$ cat config.mk
export PLATFORM = sky130hd
export DESIGN_NAME = mse_ram
export DESIGN_NICKNAME = d
export VERILOG_FILES = /design/src/sv/mse_ram.sv
export SDC_FILE = /design/constraint.sdc
export NUM_CORES = 2
export LEC_CHECK = 0
export ABC_CLOCK_PERIOD_IN_PS = 7290
export BUFFER_PORTS_ARGS = -buffer_cell sky130_fd_sc_hd__buf_2
export CORE_MARGIN = 2
export CORE_UTILIZATION = 49
export DETAILED_ROUTE_END_ITERATION = 10
export GPL_TIMING_DRIVEN = 0
export SYNTH_ARGS = -nofsm -noshare
export SYNTH_HDL_FRONTEND = slang
export SYNTH_SLANG_ARGS = --single-unit
export TNS_END_PERCENT = 1
$ cat constraint.sdc
create_clock -name clock -period 7.29 [get_ports clock]
set_input_delay 0.3645 -clock clock [delete_from_list [all_inputs] [get_ports clock]]
set_output_delay 0.3645 -clock clock [all_outputs]
set_load 0.005 [all_outputs]
$ cat src/sv/mse_ram.sv
// mse_ram: generic single write port, single read port ram with registered read
// no dependencies
module mse_ram #(
   parameter int WIDTH = 32,
   parameter int DEPTH = 64
) (
   input  logic                                   clock,
   input  logic                                   wr_en,
   input  logic [(DEPTH > 1 ? $clog2(DEPTH) : 1)-1:0] wr_addr,
   input  logic [WIDTH-1:0]                       wr_data,
   input  logic [(DEPTH > 1 ? $clog2(DEPTH) : 1)-1:0] rd_addr,
   output logic [WIDTH-1:0]                       rd_data
);

   logic [WIDTH-1:0] mem [DEPTH];

   // write port and registered read port
   always_ff @(posedge clock) begin
      if (wr_en) begin
         mem[wr_addr] <= wr_data;
      end
      rd_data <= mem[rd_addr];
   end

endmodule

== Word level (Yosys, flattened, before mapping) ==
Memory sizes are Yosys's and may differ from the RTL's. A register that Yosys moved wholly into a read port is not among the register bits.
Cells that the tools add are included.

* Memories: 1
* Bits in writable memories: 2048
* Input port bits: 46
* Register bits after elaboration: 0

{| class="wikitable"
|+ Memory list
! memory !! depth !! bits a word !! read ports !! clocked after Yosys merged registers in !! write ports !! RTL line !! source
|-
| mem || 64 || 32 || 1 || 1 || 1 || 15 || <nowiki>logic [WIDTH-1:0] mem [DEPTH];</nowiki>
|}

* Multiplexer cells: 2

{| class="wikitable"
|+ Operators with widths
! operator !! number
|-
| 1-bit two-way mux || 2
|}

== Depth between registers and ports, before layout ==
* Depth after elaboration: 2
* Gate-level depth with buffers: 10

== Worst setup path after synthesis ==
No wires, ideal clock.

* Kind: input -> register
* Start: input port wr_addr[3] (netlist name)
* End: memory mem[48][0] (enable)
* Path buffers: 1
* Setup time: 461 ps
* Setup slack: 3766 ps
* Required time: 6829 ps
* Arrival time: 3063 ps
* Cell stages on the path: 4
* Cells stage by stage: clkbuf_1 > nor2b_1 > nand4b_1 > nor3_1

{| class="wikitable"
|+ RTL lines
! what !! RTL line !! source
|-
| start: declaration || 9 || <nowiki>input logic [(DEPTH > 1 ? $clog2(DEPTH) : 1)-1:0] wr_addr,</nowiki>
|-
| end: declaration || 15 ||
|}

Straight into the memory's write port.

==> results.md <==
* Run status: finished with violations
* Violations in the final reports: max-capacitance violations, max-slew violations
* Number of synthesized register bits at 2080
* Crit-path max FO at 11
* Leakage component of the power at 28.2 nW
* Routability cong. at 0.997
* CTS Hold Buffers Added at 0
* Die area at 163000 µm²
* Cell types occupying the most area after synthesis: sky130_fd_sc_hd__edfxtp_1 (78%), sky130_fd_sc_hd__mux4_2 (16%), sky130_fd_sc_hd__mux2i_1 (1.2%)
* Path length in cells of the critical path at 9
* Setup TNS at 0 ns
* Final count of hold timing violations at 0
* Wire length reported by the detailed router at 236 mm
* Crit path cell chain: buf_2 > buf_2 > buf_2 > buf_1 > nand3b_1 > o221ai_1 > a21oi_1 > a21oi_1 > nor2_1
* Top-level I/O count at 78
* Quantity of gates resized following cts at 0
* Number of antenna violations at the first check in global routing at 22
* Pwr Total at 0.0253 W
* TritonCTS Buffers at 204
* TritonRoute pass-1 iters at 7
* Number of clock sinks seen by CTS at 2080
* Type of the worst setup path: in2reg
* DRC violations left at 0
* Crit-path slowest cell: sky130_fd_sc_hd__buf_1
* Syn_nets at 3370
* Row cnt at 146
* Grt total ovfl at 0
* Power Density at 280 nW/µm²
* Final worst setup slack at 2.74 ns
* Critical Path Sink Type: flip-flop
* Max frequency at 0.220 GHz
* Worst slack at placement at 2.34 ns
* Setup-failing EPs final at 0
* Count of H-tree levels built during CTS at 4
* Fraction of synthesized cell area taken by the top area cell type at 78.3%
* Average vias per placed instance at 6.62
* Synthesized area at 78500 µm²
* Root Buffer: sky130_fd_sc_hd__clkbuf_16
* Wire length of the first global-routing pass at 318 mm
* Worst clock skew at 0.0402 ns
* Count of nets left with antenna violations after detail routing at 0
* Depth of the worst register-to-register path at 4
* X dimension of the die at 404 µm
* Final clock period utilization by the worst path at 62.4%
* # Post-CTS Setup Buffers at 0
* Synthesis-to-finish area growth at 15.3%
* Largest stage delay on the critical path at 1.03 ns
* Core Box Area at 159000 µm²
* Slew margin rel. at -1.47%
* Required arrival time at the worst endpoint at 7.95 ns
* Fraction of the yosys area taken by sequential cells at 79.1%
* Port bufs at 69
* Largest net degree at the start of global routing at 65
* Setup slack of the worst register-to-register path at 4.42 ns
* Initial Util at 49.5%
* Most frequent cell on the critical path: sky130_fd_sc_hd__buf_2
* Worst path bufs/invs at 4
* Register clock-pin slew on the reported worst setup and hold paths at 0.06 ns
* Timing startpoint of the critical path: rd_addr[1]
* Clock tree from TritonCTS: done
* Max Root-Sink Buffers at 3
* Switching portion of total power at 21.7%
* Combinational fraction of design power at 5.5%
* Count of maximum capacitance violations at 1
* Tightest Pin Transition at 1.52 ns
* Synth warnings at 0
* Detailed-route via count at 39300
* IR Drop Worst-Case VDD at 0.277 mV
* Global Route Usage Sum at 29.1%
* Startpoint Class: input port
* FF-to-FF Start: mem[15][21]
* Final max-slew violation count at 15
* Unrepaired setup endpoints after global routing: false
* Internal power summed over all cells at 0.0198 W
* Post-synth cell types at 34
* Vias in the first global route at 38800
* Average footprint of a synthesized cell at 23.6 µm²
* Final routed wire length divided by cell count at 39.8 µm
* Endpoint of the worst-slack reg-to-reg timing path: rd_data[21]
* Vert. Die Dim at 404 µm
* Cell family with most CP delay: buffers and inverters
* Net Sw Power at 0.00551 W
* Arrival time reported for the critical path endpoint at 5.21 ns
* Half-perimeter wire length after detailed placement at 151 mm
* Fraction of final layout cells sized beyond drive strength 1 at 30.1%
* Iter 0 DRT Violations at 6064
* Number of nets at the end of the flow at 3729
* Clock insertion delay at the later pin of the skew report at 0.86 ns
* Fraction of power consumed by the clock network at 42.1%
* Biggest area consumer among synthesized cells: sky130_fd_sc_hd__edfxtp_1
* Sequential cell fraction of total power at 52.4%
* Hold wc startpoint: wr_data[5]
* Number of instances in the synthesized netlist at 3324
* Final Critical Period at 4.55 ns
* Path class of the lowest-slack min-delay path: in2reg
* Capturing instance or port of the critical path: rd_data[15]
[final cells by class]
class | instances | area (µm²)
repair buffers | 153 | 2140
clock buffers | 257 | 5520
clock inverters | 124 | 1280
multi-input cells | 1062 | 16000
plain buffers | 182 | 888
diodes | 9 | 22.5
fillers | 11300 | 68200
well taps | 2072 | 2590
flip-flops and latches | 2080 | 62100
[how the worst min path moves through the flow]
stage	endpoint	slack, ns	cells past startpoint
5_1_grt	mem[10][5]	0.14	1
3_3_place_gp	rd_data[17]	0.75	1
2_1_floorplan	mem[0][0]	0.46	0
3_5_place_dp	rd_data[25]	0.74	1
6_report	mem[2][5]	0.14	1
4_1_cts	rd_data[2]	0.17	4
[through the flow]
step | std cells | hold slack [ns] | util [%] | instance area (µm²)
final | 5939 | 0.143 | 57.0 | 90500
after global routing | 5930 | 0.137 | 57.0 | 90500
after CTS | 5928 | 0.166 | 57.0 | 90500
after detailed placement | 5547 | 0.740 | 52.7 | 83700
after global placement | 5465 | 0.748 | 51.3 | 81500
after floorplan | 3324 | 0.463 | - | 78500
[state kept, by name (all words and copies together), names as in the netlist]
name,cells
rd_data,32
mem,2048
[placed cells by master (no fill, tap or decap), types with 5 or more instances in the layout]
master	Yosys	layout
sky130_fd_sc_hd__a21oi_1	62	62
sky130_fd_sc_hd__a22oi_1	12	12
sky130_fd_sc_hd__a311oi_1	8	8
sky130_fd_sc_hd__buf_1	21	20
sky130_fd_sc_hd__buf_12	0	54
sky130_fd_sc_hd__buf_16	0	21
sky130_fd_sc_hd__buf_2	57	114
sky130_fd_sc_hd__buf_4	25	38
sky130_fd_sc_hd__buf_6	5	13
sky130_fd_sc_hd__bufinv_16	0	22
sky130_fd_sc_hd__clkbuf_1	74	111
sky130_fd_sc_hd__clkbuf_16	0	210
sky130_fd_sc_hd__clkbuf_8	0	9
sky130_fd_sc_hd__clkinv_1	0	35
sky130_fd_sc_hd__clkinv_2	0	44
sky130_fd_sc_hd__clkinv_8	0	5
sky130_fd_sc_hd__clkinvlp_4	0	10
sky130_fd_sc_hd__dfxtp_1	32	32
sky130_fd_sc_hd__diode_2	0	9
sky130_fd_sc_hd__edfxtp_1	2048	2048
sky130_fd_sc_hd__mux2i_1	93	93
sky130_fd_sc_hd__mux4_2	544	544
sky130_fd_sc_hd__nand2_1	26	26
sky130_fd_sc_hd__nand2b_1	8	8
sky130_fd_sc_hd__nand3_1	5	5
sky130_fd_sc_hd__nand3b_1	5	5
sky130_fd_sc_hd__nor2_1	137	75
sky130_fd_sc_hd__nor2_4	0	62
sky130_fd_sc_hd__nor2b_1	15	15
sky130_fd_sc_hd__nor3_1	7	5
sky130_fd_sc_hd__o221ai_1	27	27
sky130_fd_sc_hd__o22ai_1	84	84
[Yosys cell counts, drive strengths merged]
cell type / number
or3: 3
nand3: 5
a41o: 4
and3: 4
o32ai: 4
or3b: 5
and2: 2
nor2b: 15
nand2: 26
nand2b: 8
clkbuf: 74
o22ai: 84
mux2i: 93
a22oi: 12
nand3b: 5
buf: 108
nand4b: 1
edfxtp: 2048
dfxtp: 32
o221ai: 27
a21oi: 62
a31oi: 1
nor2: 137
mux4: 544
nor3: 7
a311oi: 8
or2: 3
nand4: 2
[cells by family after synthesis]
family	share of synthesized area, %
buffers and inverters	1.13
AO/OA/AOI/OAI	1.67
multiplexers	16.8
AND/OR/NAND/NOR	1.27
flip-flops	79.1
[per-layer routing]
layer	GRT usage (%)	wire length [µm]	vias up
met4	12.1	10700	20
met1	38.7	85600	21100
met3	9.09	29200	482
met2	44.7	110000	2667
li1	-	-	15000
met5	2.82	743	-
[power groups by stage]
| stage | Sequential [W] | Combinational [W] | Clock (W) |
|---|---|---|---|
| 4_1_cts | 0.0133 | 0.00137 | 0.0108 |
| 5_1_grt | 0.0133 | 0.00143 | 0.0112 |
| 3_5_place_dp | 0.0135 | 0.00137 | 0 |
| 6_report | 0.0133 | 0.00140 | 0.0107 |
| 2_1_floorplan | 0.0135 | 0.000644 | 0 |
| 3_3_place_gp | 0.0135 | 0.00131 | 0 |
Power figures use the tool's default switching activity.
